**src/bilinear_grid_sample_top_assert.svh**
```systemverilog
// Assertion macros for the bilinear grid sampler.
// BGS_ASSERT_SAME checks the consequent in the cycle of the antecedent,
// BGS_ASSERT_NEXT checks it in the cycle after that.
`ifndef BILINEAR_GRID_SAMPLE_TOP_ASSERT_SVH
`define BILINEAR_GRID_SAMPLE_TOP_ASSERT_SVH

`ifndef SYNTHESIS
`define BGS_ASSERT_SAME(label, clk, rst, ante, cons) \
   label: assert property (@(posedge clk) disable iff (rst) (ante) |-> (cons)) \
      else $error("bilinear_grid_sample: assertion failed");
`define BGS_ASSERT_NEXT(label, clk, rst, ante, cons) \
   label: assert property (@(posedge clk) disable iff (rst) (ante) |=> (cons)) \
      else $error("bilinear_grid_sample: assertion failed");
`else
`define BGS_ASSERT_SAME(label, clk, rst, ante, cons)
`define BGS_ASSERT_NEXT(label, clk, rst, ante, cons)
`endif

`endif

```
**src/bgs_pkg.sv**
```systemverilog
package bgs_pkg;

   // Parameter defaults
   localparam int MAX_ROWS_DEFAULT   = 16;
   localparam int MAX_COLS_DEFAULT   = 16;
   localparam int FRAC_BITS_DEFAULT  = 8;
   localparam int BANK_DEPTH_DEFAULT = 64;

   // Fixed field widths
   localparam int POS_W       = 17;
   localparam int HEIGHT_W    = 16;
   localparam int GRID_IDX_W  = 4;
   localparam int SIZE_W      = 5;
   localparam int CSR_INDEX_W = 2;
   localparam int CSR_DATA_W  = 5;

   localparam int MIN_SIZE = 2;
   localparam logic [SIZE_W-1:0] SIZE_RESET = 5'd2;

   localparam logic MODE_WRITE  = 1'b0;
   localparam logic MODE_SAMPLE = 1'b1;

   typedef enum logic [CSR_INDEX_W-1:0] {
      CSR_COLUMNS_IN_USE = 2'd0,
      CSR_ROWS_IN_USE    = 2'd1,
      CSR_MESH_VALID     = 2'd2
   } csr_index_type;

endpackage

```
**src/bgs_ram.sv**
```systemverilog
module bgs_ram #(
   parameter int WIDTH = bgs_pkg::HEIGHT_W,
   parameter int DEPTH = bgs_pkg::BANK_DEPTH_DEFAULT
) (
   input  logic                     clock,
   input  logic                     write_enable,
   input  logic [$clog2(DEPTH)-1:0] write_addr,
   input  logic [WIDTH-1:0]         write_data,
   input  logic                     read_enable,
   input  logic [$clog2(DEPTH)-1:0] read_addr,
   output logic [WIDTH-1:0]         read_data
);

   logic [WIDTH-1:0] mem_ff [DEPTH];
   logic [WIDTH-1:0] read_data_ff;

   always_ff @(posedge clock) begin
      if (write_enable) begin
         mem_ff[write_addr] <= write_data;
      end
   end

   // Read-first; data holds while no read is issued.
   always_ff @(posedge clock) begin
      if (read_enable) begin
         read_data_ff <= mem_ff[read_addr];
      end
   end

   assign read_data = read_data_ff;

endmodule

```
**config.mk**
```make
export PLATFORM = sky130hd
export DESIGN_NAME = bgs_ram
export DESIGN_NICKNAME = d
export VERILOG_FILES = /design/src/bilinear_grid_sample_top_assert.svh /design/src/bgs_pkg.sv /design/src/bgs_ram.sv
export SDC_FILE = /design/constraint.sdc
export NUM_CORES = 1
export LEC_CHECK = 0
export ABC_CLOCK_PERIOD_IN_PS = 2700
export BUFFER_PORTS_ARGS = -buffer_cell sky130_fd_sc_hd__buf_2
export CELL_PAD_IN_SITES_DETAIL_PLACEMENT = 0
export CELL_PAD_IN_SITES_GLOBAL_PLACEMENT = 1
export CORE_ASPECT_RATIO = 0.8
export CORE_MARGIN = 3
export CORE_UTILIZATION = 40
export CTS_CLUSTER_SIZE = 12
export DETAILED_ROUTE_END_ITERATION = 10
export PLACE_DENSITY_LB_ADDON = 0.08
export SYNTH_ARGS = -nofsm -noshare
export SYNTH_HDL_FRONTEND = slang
export SYNTH_SLANG_ARGS = --single-unit
```
**constraint.sdc**
```tcl
create_clock -name clock -period 2.7 [get_ports clock]
set_input_delay 0.405 -clock clock [delete_from_list [all_inputs] [get_ports clock]]
set_output_delay 0.405 -clock clock [all_outputs]
set_load 0.01 [all_outputs]
```
==> results_dict.tcl <==
set metrics [dict create \
    drt_iter0_drc 2158 \
    die_h_um 290 \
    relSlewSlack 0.327 \
    std_cell_rows 103 \
    syn_to_final_growth_pct 17.0 \
    finalMaxSlewViolations 0 \
    setup_slack_ns 0.422 \
    cp_max_fo 24 \
    clk_latency_ns 0.67 \
    io_pins 47 \
    hold_viol 0 \
    post_cts_buffers 0 \
    synth.net_count 1860 \
    post-place-cells 3348 \
    cp.arrival_ns 2.67 \
    clock_skew_ns 0.0236 \
    routabilityCongestion 0.820 \
    clkPwrFrac 0.405 \
    grt_max_degree 65 \
    die-width_um 360 \
    swShare 0.214 \
    wl_per_cell_um 31.6 \
    vias 19900 \
    drc 0 \
    cap_viol_max_count 0 \
    ir_worst_vdd_mv 0.552 \
    crit_path_end_kind "flip-flop" \
    min_period_ns 2.28 \
    comb_power_share 0.059 \
    p_switching_w 0.00718 \
    port_buffers 46 \
    ant_nets 0 \
    synth-edff-count 1040 \
    fmax_mhz 439 \
    netlist_area_um2 40200 \
    avgSynthCellArea_um2 22.0 \
    setup_viol 0 \
    outcome "complete, no violations" \
    drive_above_1_share 0.312 \
    antenna_found_initial 14 \
    hp-class "input port to flip-flop" \
    stdcell_count 3532 \
    routed_via_density 5.64 \
    power_per_cell_area_nw_per_um2 714 \
    synthFlopType "edfxtp_1" \
    place_worst_setup_slack_ns -0.248 \
    leakage_nw 15.2 \
    routed_wl_um 111000 \
    required_ns 3.09 \
    finalSetupTns_ns 0 \
    dpl.hpwl_um 73200 \
    layout_common_cells "edfxtp_1, buf_4, mux4_2" \
    grt_overflow 0 \
    yosysWarnings 0 \
    async_flop_share 0 \
    max_slew.worst_pin.slew_ns 1.01 \
    dr.pass1.iters 5 \
    grt_pass1_vias 20300 \
    ctsResizeCount 0 \
    tritoncts "yes" \
    start_util 0.405 \
    synth_cell_types 42 \
    p_seq_frac 0.536 \
    rsz0062_at_grt "false" \
    h-tree-depth 3 \
    cts-root-buf "clkbuf_16" \
    clock-sinks 1040 \
    p_int_w 0.0264 \
    clkTransAtPathRegs_ns 0.06 \
    cts_buffers 106 \
    nNetsFinal 2175 \
    setup.worst_path.class "input port to flip-flop" \
    placed_cell_area_um2 43900 \
    ctsHoldBuffers 0 \
    layout_commonest_cell "edfxtp_1" \
    die-area_um2 104000 \
    ys_ff_latch 1040 \
    syn_inst 1829 \
    grt_first_pass_wirelength_um 158000 \
    cp-start-kind "input port" \
    ys_seq_area_frac 0.777 \
    clock_path_buffers 3 \
    grt.total_usage 0.216 \
    fin_area_um2 47000 \
    period_share 0.844 \
    p_total_w 0.0336 \
    core_area_um2 99200 \
]
[through the flow]
stage / utilization / hold slack (ns)
CTS: 0.474 / 0.115
detailed placement: 0.442 / 0.849
floorplan: - / 0.504
global route: 0.474 / 0.154
finish: 0.474 / 0.176
global placement: 0.442 / 0.842
[sequential cells by signal (all words and copies together), names as in the netlist]
register / flops
mem_ff: 1024
read_data: 16
[per-layer routing]
metal	part of all wire	wire length (um)	track usage	up-vias
li1	-	-	-	8337
met1	0.47	52600	0.334	10800
met2	0.44	49200	0.321	620
met3	0.070	7840	0.0441	123
met4	0.016	1780	0.0418	0
met5	0	0	0	-
[logic make-up after synthesis]
family                 share of synthesized area
buffers and inverters                     0.0182
AO/OA/AOI/OAI                             0.0240
AND/OR/NAND/NOR                           0.0264
multiplexers                               0.155
flip-flops                                 0.777
[critical path: stages]
cell and delay [ns]:
buf_8 0.18, buf_12 0.18, buf_12 0.26, buf_4 0.22
mux4_1 0.55, mux2_2 0.29, a21oi_1 0.43, nor4_2 0.12
[Yosys cell counts, types with 12 or more instances]
| cell | n | area (um^2) |
|---|---|---|
| nand2_1 | 59 | 221 |
| buf_4 | 13 | 97.6 |
| nor2_1 | 72 | 270 |
| mux4_2 | 220 | 4950 |
| buf_6 | 17 | 191 |
| mux2i_1 | 85 | 851 |
| nand3_1 | 24 | 120 |
| a22oi_1 | 39 | 293 |
| nor2b_1 | 30 | 188 |
| a21oi_1 | 17 | 85.1 |
| clkbuf_1 | 24 | 90.1 |
| a221oi_1 | 16 | 140 |
| mux2_2 | 27 | 304 |
| buf_2 | 36 | 180 |
| nand4_1 | 12 | 75.1 |
| edfxtp_1 | 1040 | 31200 |
[power by group through the flow]
stage | Combinational [W] | Clock (W) | Sequential (W)
after floorplan | 0.000926 | 0 | 0.0183
after global placement | 0.00201 | 0 | 0.0183
after detailed placement | 0.00202 | 0 | 0.0183
after CTS | 0.00203 | 0.0140 | 0.0180
after global routing | 0.00212 | 0.0146 | 0.0180
final | 0.00200 | 0.0136 | 0.0180
[final cells by class]
class                           count  area (um^2)
Clock buffer                      137         2790
Antenna cell                        5         12.5
Timing Repair Buffer              311         2750
Sequential cell                  1040        31200
Fill cell                        8294        52200
Multi-Input combinational cell    685         8250
Tap cell                         1312         1640
Clock inverter                     42          353
[worst paths after layout]
check | start | endpoint | slack [ns] | depth (start not counted)
worst min register to register | mem_ff[11][5] | read_data[5] | 0.93 | 4
worst max-delay path | read_addr[0] | read_data[7] | 0.42 | 8
worst max register to register | mem_ff[22][1] | read_data[1] | 0.49 | 8
worst min-delay path | write_data[2] | mem_ff[10][2] | 0.18 | 1
No activity file was read; power rests on OpenSTA's default activity.
